--- src/design/pptd_pkg.sv ---
// ----------------------------------------------------------------------------
// pptd_pkg: shared types and constants of the pump pulse timer
// Field widths, request/result structs, configuration register indexes and
// the configuration bundle passed from the register file to the datapath.
// ----------------------------------------------------------------------------
package pptd_pkg;

  // Width of the usage, limit and day timers.
  localparam int TIME_WIDTH = 27;
  localparam int PULSE_WIDTH = 24;
  localparam int CFG_DATA_WIDTH = (TIME_WIDTH > PULSE_WIDTH) ? TIME_WIDTH : PULSE_WIDTH;
  localparam int CFG_IDX_WIDTH = 3;
  localparam int SUM_WIDTH = CFG_DATA_WIDTH + 1;

  localparam logic [TIME_WIDTH-1:0] DAILY_LIMIT_RESET = TIME_WIDTH'(300000);
  localparam logic [PULSE_WIDTH-1:0] PULSE_CREDIT_RESET = PULSE_WIDTH'(10000);
  localparam logic [TIME_WIDTH-1:0] DAY_LENGTH_RESET = TIME_WIDTH'(86400000);
  localparam logic [TIME_WIDTH-1:0] TIME_MAX = {TIME_WIDTH{1'b1}};

  typedef enum logic [CFG_IDX_WIDTH-1:0] {
    CFG_DAILY_LIMIT  = 3'd0,
    CFG_PULSE_CREDIT = 3'd1,
    CFG_DAY_LENGTH   = 3'd2,
    CFG_RELAY_POL    = 3'd3
  } cfg_idx_e;

  typedef enum logic {
    CMD_SET  = 1'b0,
    CMD_TICK = 1'b1
  } cmd_e;

  typedef struct packed {
    logic                   command;
    logic                   turn_on;
    logic [PULSE_WIDTH-1:0] pulse_ms;
  } req_t;

  typedef struct packed {
    logic                  pump_running;
    logic                  relay_level;
    logic                  auto_off_armed;
    logic                  limit_refused;
    logic                  pulse_expired;
    logic                  day_rolled;
    logic [TIME_WIDTH-1:0] usage_today_ms;
  } rsp_t;

  typedef struct packed {
    logic [TIME_WIDTH-1:0]  daily_limit_ms;
    logic [PULSE_WIDTH-1:0] pulse_credit_ms;
    logic [TIME_WIDTH-1:0]  day_length_ms;
    logic                   relay_active_high;
  } cfg_t;

endpackage

--- src/design/pptd_cfg_regs.sv ---
// ----------------------------------------------------------------------------
// pptd_cfg_regs: configuration register file
// Four write-only registers loaded from a plain write port. Writes to an
// unused index are dropped.
// ----------------------------------------------------------------------------
module pptd_cfg_regs (
  input  logic                                  clk_i,
  input  logic                                  rst_ni,
  input  logic                                  cfg_we_i,
  input  logic [pptd_pkg::CFG_IDX_WIDTH-1:0]    cfg_idx_i,
  input  logic [pptd_pkg::CFG_DATA_WIDTH-1:0]   cfg_data_i,
  output pptd_pkg::cfg_t                        cfg_o
);
  import pptd_pkg::*;

  cfg_t cfg_q, cfg_d;

  always_comb begin
    cfg_d = cfg_q;
    if (cfg_we_i) begin
      case (cfg_idx_e'(cfg_idx_i))
        CFG_DAILY_LIMIT:  cfg_d.daily_limit_ms    = cfg_data_i[TIME_WIDTH-1:0];
        CFG_PULSE_CREDIT: cfg_d.pulse_credit_ms   = cfg_data_i[PULSE_WIDTH-1:0];
        CFG_DAY_LENGTH:   cfg_d.day_length_ms     = cfg_data_i[TIME_WIDTH-1:0];
        CFG_RELAY_POL:    cfg_d.relay_active_high = cfg_data_i[0];
        default:          cfg_d = cfg_q;
      endcase
    end
  end

  always_ff @(posedge clk_i or negedge rst_ni) begin
    if (!rst_ni) begin
      cfg_q.daily_limit_ms    <= DAILY_LIMIT_RESET;
      cfg_q.pulse_credit_ms   <= PULSE_CREDIT_RESET;
      cfg_q.day_length_ms     <= DAY_LENGTH_RESET;
      cfg_q.relay_active_high <= 1'b1;
    end else begin
      cfg_q <= cfg_d;
    end
  end

  assign cfg_o = cfg_q;

endmodule

--- src/design/pptd_core.sv ---
// ----------------------------------------------------------------------------
// pptd_core: pump state and timers
// Holds the pump, pulse and day state and applies one request per enabled
// cycle, producing that request's result combinationally.
// ----------------------------------------------------------------------------
module pptd_core (
  input  logic           clk_i,
  input  logic           rst_ni,
  input  logic           step_i,
  input  pptd_pkg::req_t req_i,
  input  pptd_pkg::cfg_t cfg_i,
  output pptd_pkg::rsp_t rsp_o
);
  import pptd_pkg::*;

  logic                   pump_q, pump_d;
  logic                   armed_q, armed_d;
  logic [PULSE_WIDTH-1:0] pulse_rem_q, pulse_rem_d;
  logic [TIME_WIDTH-1:0]  usage_q, usage_d;
  logic [TIME_WIDTH-1:0]  day_rem_q, day_rem_d;
  logic                   refused, expired, rolled;
  logic [SUM_WIDTH-1:0]   credit_sum;

  assign credit_sum = SUM_WIDTH'(usage_q) + SUM_WIDTH'(cfg_i.pulse_credit_ms);

  always_comb begin
    pump_d      = pump_q;
    armed_d     = armed_q;
    pulse_rem_d = pulse_rem_q;
    usage_d     = usage_q;
    day_rem_d   = day_rem_q;
    refused     = 1'b0;
    expired     = 1'b0;
    rolled      = 1'b0;
    if (req_i.command == CMD_SET) begin
      if (req_i.turn_on && (usage_q >= cfg_i.daily_limit_ms)) begin
        refused = 1'b1;
        pump_d  = 1'b0;
        armed_d = 1'b0;
      end else begin
        pump_d  = req_i.turn_on;
        armed_d = req_i.turn_on && (req_i.pulse_ms != '0);
        if (req_i.turn_on && (req_i.pulse_ms != '0)) begin
          pulse_rem_d = req_i.pulse_ms;
        end
      end
    end else begin
      if (armed_q) begin
        if (pulse_rem_q <= PULSE_WIDTH'(1)) begin
          pulse_rem_d = '0;
          armed_d     = 1'b0;
          pump_d      = 1'b0;
          expired     = 1'b1;
          usage_d     = (credit_sum > SUM_WIDTH'(TIME_MAX)) ? TIME_MAX
                                                            : credit_sum[TIME_WIDTH-1:0];
        end else begin
          pulse_rem_d = pulse_rem_q - PULSE_WIDTH'(1);
        end
      end
      // The day clearing runs after the pulse credit, so it wins on a shared tick.
      if (day_rem_q <= TIME_WIDTH'(1)) begin
        day_rem_d = cfg_i.day_length_ms;
        usage_d   = '0;
        rolled    = 1'b1;
      end else begin
        day_rem_d = day_rem_q - TIME_WIDTH'(1);
      end
    end
  end

  always_comb begin
    rsp_o.pump_running   = pump_d;
    rsp_o.relay_level    = pump_d ^ ~cfg_i.relay_active_high;
    rsp_o.auto_off_armed = armed_d;
    rsp_o.limit_refused  = refused;
    rsp_o.pulse_expired  = expired;
    rsp_o.day_rolled     = rolled;
    rsp_o.usage_today_ms = usage_d;
  end

  always_ff @(posedge clk_i or negedge rst_ni) begin
    if (!rst_ni) begin
      pump_q      <= 1'b0;
      armed_q     <= 1'b0;
      pulse_rem_q <= '0;
      usage_q     <= '0;
      day_rem_q   <= DAY_LENGTH_RESET;
    end else if (step_i) begin
      pump_q      <= pump_d;
      armed_q     <= armed_d;
      pulse_rem_q <= pulse_rem_d;
      usage_q     <= usage_d;
      day_rem_q   <= day_rem_d;
    end
  end

  // An armed countdown always belongs to a running pump.
  a_armed_runs: assert property (@(posedge clk_i) disable iff (!rst_ni)
    armed_q |-> pump_q)
    else $error("auto-off armed while pump is off");

  a_armed_nonzero: assert property (@(posedge clk_i) disable iff (!rst_ni)
    armed_q |-> (pulse_rem_q != '0))
    else $error("armed pulse countdown holds zero");

  a_roll_clears: assert property (@(posedge clk_i) disable iff (!rst_ni)
    (step_i && rolled) |=> (usage_q == '0) && (day_rem_q == $past(cfg_i.day_length_ms)))
    else $error("day rollover did not clear usage and reload the day timer");

endmodule

--- src/design/pump_pulse_timer_with_daily_limit.sv ---
// ----------------------------------------------------------------------------
// pump_pulse_timer_with_daily_limit: pump relay controller top level
// Set requests and one-millisecond ticks drive a pump with an auto-off pulse
// and a daily usage limit; one result comes back for every request.
// ----------------------------------------------------------------------------
// The block takes one request per clock cycle while results are taken. An
// accepted request is captured in an input register. When the output register
// is free, the pump and timer state are updated in one pass and the result is
// loaded into that output register, where it is held until taken. Back-to-back
// requests stream at full rate as long as results are taken, since pptd_core
// updates its state in one pass per request. While a result waits, one
// more request can sit in the input register before the input stalls. After
// reset the day countdown starts from the reset day length; configuration
// writes take effect on the next request.
module pump_pulse_timer_with_daily_limit (
  input  logic                                clk_i,
  input  logic                                rst_ni,
  input  logic                                in_valid_i,
  output logic                                in_ready_o,
  input  pptd_pkg::req_t                      in_req_i,
  output logic                                out_valid_o,
  input  logic                                out_ready_i,
  output pptd_pkg::rsp_t                      out_rsp_o,
  input  logic                                cfg_we_i,
  input  logic [pptd_pkg::CFG_IDX_WIDTH-1:0]  cfg_idx_i,
  input  logic [pptd_pkg::CFG_DATA_WIDTH-1:0] cfg_data_i
);
  import pptd_pkg::*;

  cfg_t cfg;
  req_t req_q;
  rsp_t rsp_q, rsp;
  logic req_valid_q;
  logic rsp_valid_q;
  logic out_free;
  logic step;

  assign out_free   = !rsp_valid_q || out_ready_i;
  assign step       = req_valid_q && out_free;
  assign in_ready_o = !req_valid_q || step;

  pptd_cfg_regs u_cfg (
    .clk_i      (clk_i),
    .rst_ni     (rst_ni),
    .cfg_we_i   (cfg_we_i),
    .cfg_idx_i  (cfg_idx_i),
    .cfg_data_i (cfg_data_i),
    .cfg_o      (cfg)
  );

  pptd_core u_core (
    .clk_i  (clk_i),
    .rst_ni (rst_ni),
    .step_i (step),
    .req_i  (req_q),
    .cfg_i  (cfg),
    .rsp_o  (rsp)
  );

  always_ff @(posedge clk_i or negedge rst_ni) begin
    if (!rst_ni) begin
      req_valid_q <= 1'b0;
      rsp_valid_q <= 1'b0;
    end else begin
      if (in_valid_i && in_ready_o) begin
        req_valid_q <= 1'b1;
      end else if (step) begin
        req_valid_q <= 1'b0;
      end
      if (step) begin
        rsp_valid_q <= 1'b1;
      end else if (out_ready_i) begin
        rsp_valid_q <= 1'b0;
      end
    end
  end

  always_ff @(posedge clk_i) begin
    if (in_valid_i && in_ready_o) begin
      req_q <= in_req_i;
    end
    if (step) begin
      rsp_q <= rsp;
    end
  end

  assign out_valid_o = rsp_valid_q;
  assign out_rsp_o   = rsp_q;

  // A held request is never dropped while the result register is blocked.
  a_req_held: assert property (@(posedge clk_i) disable iff (!rst_ni)
    (req_valid_q && !step) |=> req_valid_q)
    else $error("pending request lost while output stalled");

  a_no_overwrite: assert property (@(posedge clk_i) disable iff (!rst_ni)
    (rsp_valid_q && !out_ready_i) |-> !step)
    else $error("result overwritten before it was taken");

  a_step_fills: assert property (@(posedge clk_i) disable iff (!rst_ni)
    step |=> rsp_valid_q)
    else $error("processed request produced no result");

endmodule
--- config.mk ---
export PLATFORM = sky130hd
export DESIGN_NAME = pump_pulse_timer_with_daily_limit
export DESIGN_NICKNAME = d
export VERILOG_FILES = /design/src/design/pptd_pkg.sv /design/src/design/pptd_cfg_regs.sv /design/src/design/pptd_core.sv /design/src/design/pump_pulse_timer_with_daily_limit.sv
export SDC_FILE = /design/constraint.sdc
export NUM_CORES = 1
export LEC_CHECK = 0
export BUFFER_PORTS_ARGS = -buffer_cell sky130_fd_sc_hd__buf_2
export CAP_MARGIN = 10
export CORE_MARGIN = 8
export CORE_UTILIZATION = 55
export CTS_CLUSTER_DIAMETER = 200
export DETAILED_ROUTE_END_ITERATION = 8
export GPL_ROUTABILITY_DRIVEN = 0
export MAX_ROUTING_LAYER = met4
export PLACE_DENSITY = 0.77
export SETUP_SLACK_MARGIN = 0.3
export SLEW_MARGIN = 20
export SYNTH_ARGS = -nofsm -noshare
export SYNTH_HDL_FRONTEND = slang
export SYNTH_SLANG_ARGS = --single-unit
--- constraint.sdc ---
create_clock -name clk_i -period 3.1 [get_ports clk_i]
set_clock_uncertainty 0.1 [all_clocks]
set_input_delay 0.465 -clock clk_i [delete_from_list [all_inputs] [get_ports clk_i]]
set_output_delay 0.465 -clock clk_i [all_outputs]
set_load 0.01 [all_outputs]
==> metrics.yaml, run 1 <==
antenna_found_initial: 1
end_kind: "flop"
port_buffers: 95
synthCells: 1176
clkPwrFrac_pct: 28.6
cts.sinks: 220
status: "finished clean"
cpMaxStageDelayCell: "dfstp_2"
drc: 0
min_from: "in_req_i[9]"
seqPwrFrac_pct: 44.0
cp.arrival_ns: 3.10
async_flop_share_pct: 73.2
syn_area_mm2: 0.0117
slowest_delay_ns: 0.52
vias_per_cell: 6.40
hold_ws_ns: 0.00971
reg2reg_depth: 11
r2r_start: "u_cfg.cfg_o[67]$_DFFE_PN1P_"
slew_headroom_pct: 49.5
hold_path_class: "in2reg"
synthFlopType: "dfrtp_1"
area_delta_synth_final_pct: 25.8
cp_common_cell: "a31o_2"
power_switching_uw: 3080
row_count: 53
cts_buffers: 24
wl_per_cell_um: 21.8
path_class: "reg2reg"
antenna_left: 0
grt_pass1_vias: 10100
synth_edf_count: 59
dieHeight_um: 162
synth.avg_cell_area_um2: 9.98
vias: 10600
clockBufferDepth: 3
reg2reg_slack_ns: 0.16
max_cap_viol_count: 0
dp_hpwl_um: 23900
drive_gt1_share_pct: 32.2
die_area_mm2: 0.0263
nets: 1475
grt_start_max_net_pins: 81
comb_power_share_pct: 27.4
maxSlewViolCount: 0
wl_um: 36000
startpoint_type: "flop"
sw_frac_of_total_pct: 33.0
cts_root_buf: "clkbuf_16"
min_to: "req_q[9]$_DFFE_PP_"
r2r-end: "out_rsp_o[31]$_DFFE_PP_"
hold_viol_final: 0
synth_nets: 1293
initial_core_util_pct: 55.9
ir_worst_vdd_mv: 0.442
p_int_uw: 6270
path_clk_slew_ns: 0.06
hold_path_depth: 1
rsz0062_at_grt: "true"
fp.dieW_um: 162
min_period_ns: 2.94
post_synth_num_cell_types: 74
cp_cell_sequence: "inv_2 -> ha_4 -> nand2_2 -> a211oi_4 -> o2111ai_1 -> a31o_2 -> a2111oi_4 -> buf_4 -> nor3_1 -> a31o_2 -> xnor2_1"
h-tree-depth: 1
grt.overflow.total: 0
final_util_pct: 70.3
crit_required_ns: 3.26
synth_warnings: 0
drtPass1Iterations: 6
cp_max_fo: 3
tightest_slew_ns: 0.757
fin_crit_sh_pct: 94.9
first_iter_violations: 1116
seq_area_frac_synth_pct: 49.7
total_leakage_power_uw: 0.00617
finalSetupViolations: 0
core_area_mm2: 0.0210
ys_ff_latch: 220
clk_latency_ns: 0.53
timing.fmax_ghz: 0.340
finalSetupTns_ns: 0
pin_count: 96
cts_tree: "done"
grt_pass1_wl_um: 54300
pwr_density_cell_mw_per_mm2: 633
track_usage_pct: 26.4
[routing by layer]
metal  vias up  routed length, µm  GRT usage, %
met2       614              16500          40.1
met5         -                  0             -
met4         0               1890          12.2
met1      5135              14400          33.9
li1       4681                  -             -
met3       135               3190          4.83
[power groups by stage]
stage	clock network (µW)	registers (µW)	logic, µW
after floorplan	0	3960	1460
after global placement	0	4070	2040
after detailed placement	0	4090	2120
after CTS	2690	4060	2250
after global routing	2810	4180	2770
final	2670	4120	2560
[what timing repair did]
action / 4_1_cts / 5_1_grt
cloned: 3 / 3
hold endpoints to repair: 54 / 6
endpoints found under the setup margin: 81 / 95
hold buffers: 1 / 6
pin swaps: 31 / 36
gates resized for setup: 76 / 84
buffers inserted: 13 / 15
[logic make-up after synthesis]
logic type | after synthesis | share of synthesized area, %
muxes | 53 | 5.07
DFF | 220 | 49.7
adders and majority gates | 56 | 6.03
buffers and inverters | 115 | 3.84
and+or+nand+nor | 359 | 14.7
AOI/OAI and AO/OA | 355 | 19.3
xor gates and xnor gates | 18 | 1.34
[how the worst max path moves through the flow]
| stage | start | to | cells after the start |
|---|---|---|---|
| 6_report | u_cfg.cfg_o[67]$_DFFE_PN1P_ | out_rsp_o[31]$_DFFE_PP_ | 11 |
| 5_1_grt | u_cfg.cfg_o[61]$_DFFE_PN1P_ | u_core.pulse_rem_q[20]$_DFFE_PN0P_ | 12 |
| 4_1_cts | u_core.usage_q[0]$_DFFE_PN0P_ | out_rsp_o[26]$_DFFE_PP_ | 11 |
| 3_5_place_dp | u_cfg.cfg_o[28]$_DFFE_PN0P_ | out_rsp_o[26]$_DFFE_PP_ | 11 |
| 3_3_place_gp | u_core.usage_q[9]$_DFFE_PN0P_ | out_rsp_o[22]$_DFFE_PP_ | 9 |
| 2_1_floorplan | u_cfg.cfg_o[64]$_DFFE_PN1P_ | u_core.pulse_rem_q[22]$_DFFE_PN0P_ | 11 |
[Yosys cell counts (5+ instances only)]
cell type,number,share of area (%)
a211oi_1,7,0.45
nor2b_1,6,0.32
xnor2_1,10,0.75
a31o_2,6,0.45
nand4_1,11,0.59
o22ai_1,15,0.80
nand2b_1,13,0.69
and3_1,6,0.32
o21ai_1,46,2.0
or2_2,6,0.32
dfrtp_1,129,27
o2bb2ai_1,22,1.6
inv_1,64,2.0
o21ai_0,79,3.4
a22o_1,10,0.75
edfxtp_1,59,15
ha_1,55,5.9
or3_1,17,0.91
a21o_1,14,0.90
a22oi_1,8,0.51
a21oi_1,86,3.7
mux2_2,52,5.0
clkbuf_1,33,1.1
nand3_1,34,1.4
nand2_1,129,4.1
nor3_1,27,1.2
o211ai_1,10,0.64
o31ai_1,5,0.32
buf_2,12,0.51
nor4_1,16,0.85
dfstp_2,32,7.2
xor2_1,8,0.60
nor2_1,68,2.2
[sequential cells by signal, indices dropped and copies added (netlist names)]
register	count
out_rsp_o	33
out_valid_o	1
req_q	26
req_valid_q	1
u_cfg.cfg_o	79
u_core.armed_q	1
u_core.day_rem_q	27
u_core.pulse_rem_q	24
u_core.pump_q	1
u_core.usage_q	27
[worst max-delay path, delay by kind of cell, from the launching register on]
kind | cells | cell delay [ns]
AOI/OAI and AO/OA | 5 | 1.25
DFF | 1 | 0.52
adders and majority gates | 1 | 0.26
buffers and inverters | 2 | 0.24
and+or+nand+nor | 2 | 0.17
xor gates and xnor gates | 1 | 0.13
[per-stage QoR]
stage	setup slack, ns	instance area [µm²]	cells	power (µW)
6_report	0.158	14800	1651	9350
5_1_grt	0.124	14800	1651	9760
4_1_cts	0.258	14200	1626	9010
3_5_place_dp	-0.00510	13000	1566	6200
3_3_place_gp	0.0970	13000	1566	6110
2_1_floorplan	0.302	11800	1176	5430
[layout by cell type (no fill, tap or decap), drive strengths merged, types with 7 or more instances in the layout]
cell type    netlist  final
buf               17    197
dfrtp            129    129
nand2            129    129
o21ai            127    127
a21oi             86     86
nor2              70     70
inv               64     64
edfxtp            59     59
ha                55     55
mux2              52     52
clkbuf            33     41
nand3             34     34
dfstp             32     32
nor3              27     27
o2bb2ai           22     22
nor4              18     18
or3               17     17
o22ai             15     15
a21o              14     14
nand2b            13     13
nand4             11     11
o211ai            10     10
xnor2             10     10
a22o              10     10
xor2               8      8
a22oi              8      8
dlygate4sd3        0      7
a211oi             7      7
[cell type report]
cell class | instances | area [µm²]
tap | 275 | 344
clock buffer | 40 | 702
clock inverter | 3 | 15.0
fill | 1469 | 6250
sequential | 220 | 5850
timing repair buffer | 205 | 1480
inverter | 65 | 246
multi-input combinational | 842 | 6130
antenna | 1 | 2.50
(Power assumes the default switching activity.)
==> run 2: changes to the inputs <==
--- a/config.mk
+++ b/config.mk
@@ -7,15 +7,17 @@
 export LEC_CHECK = 0
 export BUFFER_PORTS_ARGS = -buffer_cell sky130_fd_sc_hd__buf_2
 export CAP_MARGIN = 10
+export CORE_ASPECT_RATIO = 1.75
 export CORE_MARGIN = 8
-export CORE_UTILIZATION = 55
+export CORE_UTILIZATION = 30
 export CTS_CLUSTER_DIAMETER = 200
 export DETAILED_ROUTE_END_ITERATION = 8
 export GPL_ROUTABILITY_DRIVEN = 0
 export MAX_ROUTING_LAYER = met4
-export PLACE_DENSITY = 0.77
+export PLACE_DENSITY = 0.47
 export SETUP_SLACK_MARGIN = 0.3
 export SLEW_MARGIN = 20
 export SYNTH_ARGS = -nofsm -noshare
 export SYNTH_HDL_FRONTEND = slang
+export SYNTH_HIERARCHICAL = 1
 export SYNTH_SLANG_ARGS = --single-unit
==> metrics.yaml, run 2 <==
hold_path_depth: 2  # was 1
slew_headroom_pct: 57.3  # was 49.5%
antenna_found_initial: 0  # was 1
slowest_delay_ns: 0.55  # was 0.52 ns
drive_gt1_share_pct: 38.0  # was 32.2%
clockBufferDepth: 3  # unchanged
synth_edf_count: 59  # unchanged
largest_reg_flops: 79  # unchanged
nets: 1519  # was 1,475
first_iter_violations: 435  # was 1,116
setup_slack_ns: 0.144  # was 0.158 ns
final_cell_mix: "dfrtp_1, buf_4, buf_2"  # was dfrtp_1, nand2_1, buf_2
r2r_start: "u_cfg/cfg_o[58]$_DFFE_PN1P_"  # was u_cfg.cfg_o[67]$_DFFE_PN1P_
antenna_left: 0  # unchanged
pwr_density_cell_mw_per_mm2: 576  # was 633 mW/mm²
min_from: "in_valid_i"  # was in_req_i[9]
cp_common_cell: "buf_4"  # was a31o_2
cts_buffers: 24  # unchanged
fin_crit_sh_pct: 95.3  # was 94.9%
path_class: "reg2reg"  # unchanged
r2r-end: "u_core/pulse_rem_q[7]$_DFFE_PN0P_"  # was out_rsp_o[31]$_DFFE_PP_
path_clk_slew_ns: 0.07  # was 0.06 ns
grt.overflow.total: 0  # unchanged
timing.fmax_ghz: 0.338  # was 0.340 GHz
startpoint_type: "flop"  # unchanged
grt_pass1_wl_um: 59600  # was 54,300 µm
status: "finished clean"  # unchanged
regArea_mm2: 0.00584  # was 0.00585 mm²
synthTopCellsByArea: "dfrtp_1, edfxtp_1, mux2_2"  # was dfrtp_1, edfxtp_1, dfstp_2
synth_area_leader_cell: "dfrtp_1"  # unchanged
grt_pass1_vias: 10500  # was 10,100
cts.sinks: 220  # unchanged
cp_max_fo: 6  # was 3
cts_root_buf: "clkbuf_16"  # unchanged
synth_nets: 1294  # was 1,293
row_count: 96  # was 53
end_kind: "flop"  # unchanged
cp_cell_sequence: "inv_2 -> ha_4 -> a22o_1 -> o41ai_2 -> buf_4 -> a31oi_4 -> o211ai_1 -> buf_4 -> a22oi_2 -> buf_6 -> buf_12 -> buf_16 -> o21ai_2 -> o21ai_1"  # was inv_2 -> ha_4 -> nand2_2 -> a211oi_4 -> o2111ai_1 -> a31o_2 -> a2111oi_4 -> buf_4 -> nor3_1 -> a31o_2 -> xnor2_1
h-tree-depth: 1  # unchanged
synth_warnings: 6  # was 0
track_usage_pct: 16.6  # was 26.4%
synthCells: 1177  # was 1,176
fp.dieW_um: 166  # was 162 µm
crit_required_ns: 3.44  # was 3.26 ns
finalSetupViolations: 0  # unchanged
final_util_pct: 40.9  # was 70.3%
max_cap_viol_count: 0  # unchanged
pin_count: 96  # unchanged
synth_top_area_share_pct: 27.2  # was 27.5%
seq_area_frac_synth_pct: 49.1  # was 49.7%
hold_path_class: "in2reg"  # unchanged
tightest_slew_ns: 0.640  # was 0.757 ns
min_to: "req_valid_q$_DFFE_PN0P_"  # was req_q[9]$_DFFE_PP_
async_flop_share_pct: 73.2  # unchanged
min_period_ns: 2.96  # was 2.94 ns
total_leakage_power_uw: 0.00675  # was 0.00617 µW
grt_start_max_net_pins: 64  # was 81
syn_area_mm2: 0.0119  # was 0.0117 mm²
drc: 0  # unchanged
cpMaxStageDelayCell: "dfstp_2"  # unchanged
reg2reg_depth: 14  # was 11
place_ws_ns: -0.150  # was -0.00510 ns
vias: 10100  # was 10,600
dieHeight_um: 279  # was 162 µm
maxSlewViolCount: 0  # unchanged
drtPass1Iterations: 5  # was 6
hold_viol_final: 0  # unchanged
ys_ff_latch: 220  # unchanged
post_synth_num_cell_types: 75  # was 74
ir_worst_vdd_mv: 0.424  # was 0.442 mV
clk_latency_ns: 0.55  # was 0.53 ns
rsz0062_at_grt: "true"  # unchanged
synth.avg_cell_area_um2: 10.1  # was 9.98 µm²
dp_hpwl_um: 27700  # was 23,900 µm
initial_core_util_pct: 30.4  # was 55.9%
port_buffers: 95  # unchanged
die_area_mm2: 0.0465  # was 0.0263 mm²
diodes: 0  # was 1
reg2reg_slack_ns: 0.14  # was 0.16 ns
synthFlopType: "dfrtp_1"  # unchanged
cp.arrival_ns: 3.29  # was 3.10 ns
area_delta_synth_final_pct: 34.9  # was 25.8%
yosysMostFrequentCell: "dfrtp_1"
wl_per_cell_um: 20.5  # was 21.8 µm
wl_um: 39200  # was 36,000 µm
final_common_cell: "dfrtp_1"  # unchanged
multiInputGateArea_mm2: 0.00645  # was 0.00613 mm²
vias_per_cell: 5.27  # was 6.40
cts_tree: "done"  # unchanged
core_area_mm2: 0.0392  # was 0.0210 mm²
nFillCells: 3808  # was 1,469
yosys-top-cells-count: "dfrtp_1, o21ai_0, nor2_1"  # was dfrtp_1, nand2_1, a21oi_1
run 2: cell count changes in the layout (fill, tap and decap cells not counted), moves of 20 or more:
cell	previous run	this run
buf_4	79	105
o2bb2ai_1	22	2
o21ai_2	8	35
dlygate4sd3_1	7	27
nor2_1	63	92
nand2_1	120	91
mux2_2	52	78
run 2: logic make-up (layout without fill, tap and decap cells):
logic type | Yosys count | count (layout) | share of synthesized area (%)
AND/OR/NAND/NOR | 353 | 353 | 14.7
XOR/XNOR | 17 | 17 | 1.25
buffers and inverters | 120 | 363 | 4.38
adder cells (fa/ha/maj) | 56 | 56 | 5.96
AO/OA/AOI/OAI | 331 | 331 | 17.1
flip-flops | 220 | 220 | 49.1
multiplexers | 80 | 80 | 7.57
run 2: through the flow:
step	setup TNS (ns)	hold WS [ns]	total power, µW	std cells	area, µm²
after floorplan	0	0.0694	5070	1177	11900
after global placement	-2.50	0.379	5800	1793	13500
after detailed placement	-1.87	0.383	5830	1793	13500
after CTS	0	0.0361	9010	1897	15400
after global routing	0	0.0579	9740	1910	16000
final	0	0.0556	9240	1910	16000
run 2: worst max path at each step:
| stage | startpoint | to | slack, ns | cells past startpoint |
|---|---|---|---|---|
| after floorplan | u_cfg/cfg_o[41]$_DFFE_PN1P_ | out_rsp_o[26]$_DFFE_PP_ | 0.25 | 10 |
| after detailed placement | u_cfg/cfg_o[58]$_DFFE_PN1P_ | u_core/pulse_rem_q[19]$_DFFE_PN0P_ | -0.15 | 10 |
| after global routing | u_cfg/cfg_o[28]$_DFFE_PN0P_ | out_rsp_o[26]$_DFFE_PP_ | 0.04 | 13 |
| after CTS | u_core/usage_q[1]$_DFFE_PN0P_ | out_rsp_o[21]$_DFFE_PP_ | 0.16 | 10 |
| final | u_cfg/cfg_o[58]$_DFFE_PN1P_ | u_core/pulse_rem_q[7]$_DFFE_PN0P_ | 0.14 | 14 |
| after global placement | u_cfg/cfg_o[58]$_DFFE_PN1P_ | u_core/pulse_rem_q[5]$_DFFE_PN0P_ | -0.15 | 10 |
run 2: routing by layer:
| layer | vias up | GRT usage [%] | wire length, µm |
|---|---|---|---|
| li1 | 4774 | - | - |
| met1 | 4969 | 16.7 | 14500 |
| met2 | 240 | 31.9 | 21700 |
| met3 | 85 | 1.76 | 1200 |
| met4 | 0 | 7.58 | 1850 |
| met5 | - | - | 0 |
run 2: timing repair:
action,CTS,global route
buffers inserted,29,8
gates resized for setup,102,149
pin swaps,28,71
cloned,4,5
hold buffers,27,0
endpoints found under the hold margin,71,0
setup endpoints to repair,82,74
run 2: worst max-delay path: cells and delay by family, from the launching register on:
| kind | cells | cell delay, ns |
|---|---|---|
| flops | 1 | 0.55 |
| fa+ha+maj | 1 | 0.24 |
| compound gates | 7 | 1.12 |
| buf+inv | 6 | 0.86 |
run 2: layout make-up:
type | count | area share, %
tap | 490 | 3.82
multi-input combinational | 837 | 40.2
clock inverter | 18 | 1.02
timing repair buffer | 258 | 13.1
clock buffer | 26 | 3.99
inverter | 61 | 1.43
sequential | 220 | 36.5
run 2: report_power, final:
group	total [µW]	switching [µW]	internal, µW
clock	2920	1310	1610
sequential	3950	428	3520
combinational	2370	1270	1090
==> run 3: changes to the inputs <==
--- a/config.mk
+++ b/config.mk
@@ -5,6 +5,7 @@
 export SDC_FILE = /design/constraint.sdc
 export NUM_CORES = 1
 export LEC_CHECK = 0
+export ABC_AREA = 1
 export BUFFER_PORTS_ARGS = -buffer_cell sky130_fd_sc_hd__buf_2
 export CAP_MARGIN = 10
 export CORE_ASPECT_RATIO = 1.75
==> metrics.yaml, run 3 <==
status: "finished clean"  # unchanged
cts_root_buf: "clkbuf_16"  # unchanged
die_area_mm2: 0.0518  # was 0.0465 mm²
rsz0062_at_grt: "true"  # unchanged
grt_pass1_vias: 12300  # was 10,500
final_common_cell: "nand2_1"  # was dfrtp_1
cp.depth: 10  # was 14
startpoint_type: "flop"  # unchanged
synthCells: 1739  # was 1,177
path_class: "reg2reg"  # unchanged
cts_tree: "done"  # unchanged
min_to: "u_cfg/cfg_o[25]$_DFFE_PN1P_"  # was req_valid_q$_DFFE_PN0P_
reg2reg_depth: 10  # was 14
drtPass1Iterations: 5  # unchanged
maxSlewViolCount: 0  # unchanged
first_iter_violations: 627  # was 435
ys_ff_latch: 220  # unchanged
cts_buffers: 25  # was 24
synthTopCellsByArea: "dfrtp_1, nand2_1, edfxtp_1"  # was dfrtp_1, edfxtp_1, mux2_2
final_cell_mix: "nand2_1, inv_1, nand3_1"  # was dfrtp_1, buf_4, buf_2
largest_reg_flops: 79  # unchanged
synth_warnings: 6  # unchanged
finalSetupTns_ns: 0  # unchanged
end_kind: "flop"  # unchanged
core_area_mm2: 0.0442  # was 0.0392 mm²
seq_area_frac_synth_pct: 43.7  # was 49.1%
wl_um: 43800  # was 39,200 µm
post_synth_num_cell_types: 44  # was 75
slew_headroom_pct: 53.4  # was 57.3%
vias_per_cell: 4.78  # was 5.27
critPathTopFamily: "simple AND/OR/NAND/NOR gates"  # was compound AO/OA/AOI/OAI gates
clk_latency_ns: 0.55  # about the same
pwr_density_cell_mw_per_mm2: 727  # was 576 mW/mm²
cts.sinks: 220  # unchanged
synth_top_area_share_pct: 24.2  # was 27.2%
async_flop_share_pct: 73.2  # unchanged
initial_core_util_pct: 30.3  # was 30.4%
cp_max_fo: 25  # was 6
fin_crit_sh_pct: 86.8  # was 95.3%
path_clk_slew_ns: 0.06  # was 0.07 ns
diodes: 0  # unchanged
syn_area_mm2: 0.0134  # was 0.0119 mm²
drc: 0  # unchanged
synth_area_leader_cell: "dfrtp_1"  # unchanged
clockBufferDepth: 3  # unchanged
reg2reg_slack_ns: 0.41  # was 0.14 ns
yosys-top-cells-count: "nand2_1, inv_1, nand3_1"  # was dfrtp_1, o21ai_0, nor2_1
nets: 1989  # was 1,519
synth.avg_cell_area_um2: 7.68  # was 10.1 µm²
port_buffers: 95  # unchanged
grt_pass1_wl_um: 68200  # was 59,600 µm
area_delta_synth_final_pct: 17.9  # was 34.9%
total_leakage_power_uw: 0.00766  # was 0.00675 µW
dp.cells: 2385  # was 1,793
wl_per_cell_um: 17.8  # was 20.5 µm
cpMaxStageDelayCell: "dfstp_2"  # unchanged
r2r-end: "u_core/pulse_rem_q[18]$_DFFE_PN0P_"  # was u_core/pulse_rem_q[7]$_DFFE_PN0P_
crit_required_ns: 3.43  # was 3.44 ns
hold_viol_final: 0  # unchanged
finalSetupViolations: 0  # unchanged
cp.arrival_ns: 3.02  # was 3.29 ns
grt_start_max_net_pins: 59  # was 64
fp.dieW_um: 176  # was 166 µm
yosysMostFrequentCell: "nand2_1"  # was dfrtp_1
nFillCells: 4733  # was 3,808
synthFlopType: "dfrtp_1"  # unchanged
synth_edf_count: 59  # unchanged
drive_gt1_share_pct: 15.4  # was 38.0%
dp_hpwl_um: 33800  # was 27,700 µm
dieHeight_um: 295  # was 279 µm
hold_ws_ns: 0.0624  # was 0.0556 ns
pin_count: 96  # unchanged
ir_worst_vdd_mv: 0.506  # was 0.424 mV
hold_path_depth: 3  # was 2
tightest_slew_ns: 0.693  # was 0.640 ns
timing.fmax_ghz: 0.372  # was 0.338 GHz
hold_path_class: "in2reg"  # unchanged
antenna_left: 0  # unchanged
h-tree-depth: 1  # unchanged
max_cap_viol_count: 0  # unchanged
min_period_ns: 2.69  # was 2.96 ns
synth_nets: 1856  # was 1,294
min_from: "cfg_data_i[24]"  # was in_valid_i
antenna_found_initial: 0  # unchanged
track_usage_pct: 17.3  # was 16.6%
row_count: 102  # was 96
grt.overflow.total: 0  # unchanged
r2r_start: "u_cfg/cfg_o[64]$_DFFE_PN1P_"  # was u_cfg/cfg_o[58]$_DFFE_PN1P_
cp_cell_sequence: "inv_1 -> ha_1 -> nand4_1 -> nor4_1 -> nand2_1 -> nand3_1 -> nand2_2 -> buf_4 -> nand3_1 -> nand2_1"  # was inv_2 -> ha_4 -> a22o_1 -> o41ai_2 -> buf_4 -> a31oi_4 -> o211ai_1 -> buf_4 -> a22oi_2 -> buf_6 -> buf_12 -> buf_16 -> o21ai_2 -> o21ai_1
slowest_delay_ns: 0.53  # was 0.55 ns
crit_buf_inv: 2  # was 6
instances_no_fill: 2463  # was 1,910
vias: 11800  # was 10,100
==> run 3: how the worst max path moves through the flow <==
stage,startpoint,slack [ns],endpoint
6_report,u_cfg/cfg_o[64]$_DFFE_PN1P_,0.41,u_core/pulse_rem_q[18]$_DFFE_PN0P_
5_1_grt,u_core/usage_q[20]$_DFFE_PN0P_,0.28,out_rsp_o[10]$_DFFE_PP_
4_1_cts,u_core/usage_q[16]$_DFFE_PN0P_,0.34,out_rsp_o[8]$_DFFE_PP_
3_5_place_dp,u_core/usage_q[8]$_DFFE_PN0P_,0.27,out_rsp_o[25]$_DFFE_PP_
3_3_place_gp,u_core/usage_q[8]$_DFFE_PN0P_,0.30,out_rsp_o[25]$_DFFE_PP_
2_1_floorplan,out_ready_i,0.57,u_core/day_rem_q[11]$_DFFE_PN1P_
==> run 3: cell families (layout without fill, tap and decap cells) <==
family	count (synthesis)	in the layout	synth area share, %
DFF	220	220	43.7
and+or+nand+nor	953	953	30.4
buffers and inverters	261	413	8.50
xor gates and xnor gates	53	53	3.47
adders and majority gates	56	56	5.30
AOI/OAI and AO/OA	196	196	8.63
==> run 3: power by group <==
| part | switching, µW | internal, µW |
|---|---|---|
| registers | 584 | 3730 |
| clock network | 1270 | 1780 |
| logic | 2560 | 1520 |
| total | 4420 | 7040 |
==> run 3: through the flow <==
| step | instance area, µm² | setup WS (ns) | util (%) | power, µW |
|---|---|---|---|---|
| 4_1_cts | 15700 | 0.342 | 35.5 | 11600 |
| 2_1_floorplan | 13400 | 0.574 | - | 7080 |
| 6_report | 15800 | 0.410 | 35.7 | 11500 |
| 3_3_place_gp | 14600 | 0.297 | 33.0 | 8370 |
| 3_5_place_dp | 14600 | 0.270 | 33.0 | 8400 |
| 5_1_grt | 15800 | 0.279 | 35.7 | 12300 |
==> run 3: repair_timing <==
| action | CTS | global route |
|---|---|---|
| hold buffers | 28 | 0 |
| pin swaps | 0 | 1 |
| resized for setup | 2 | 11 |
| setup buffers | 0 | 4 |
| hold endpoints to repair | 65 | 0 |
| endpoints found under the setup margin | 3 | 21 |
==> run 3: layout make-up <==
| class | instances | area (µm²) | share of cell area, % |
|---|---|---|---|
| Multi-Input combinational cell | 1258 | 6440 | 40.9 |
| Sequential cell | 220 | 5840 | 37.1 |
| Timing Repair Buffer | 168 | 1160 | 7.35 |
| Clock buffer | 42 | 812 | 5.16 |
| Inverter | 199 | 752 | 4.77 |
| Tap cell | 572 | 716 | 4.54 |
| Clock inverter | 4 | 31.3 | 0.199 |
==> run 3: worst min-delay path, stage by stage <==
cell and delay, ns:
buf_2 0.12, nand3_1 0.07, nand2_1 0.05
==> run 3: routing by layer <==
layer  vias to the layer above  global-route usage, %  part of all wire, %
met5                         -                      -                    0
met4                         0                   8.24                  4.7
met3                        97                   2.03                  3.6
met2                       238                   33.0                   54
met1                      5557                   17.1                   37
li1                       5889                      -                    -
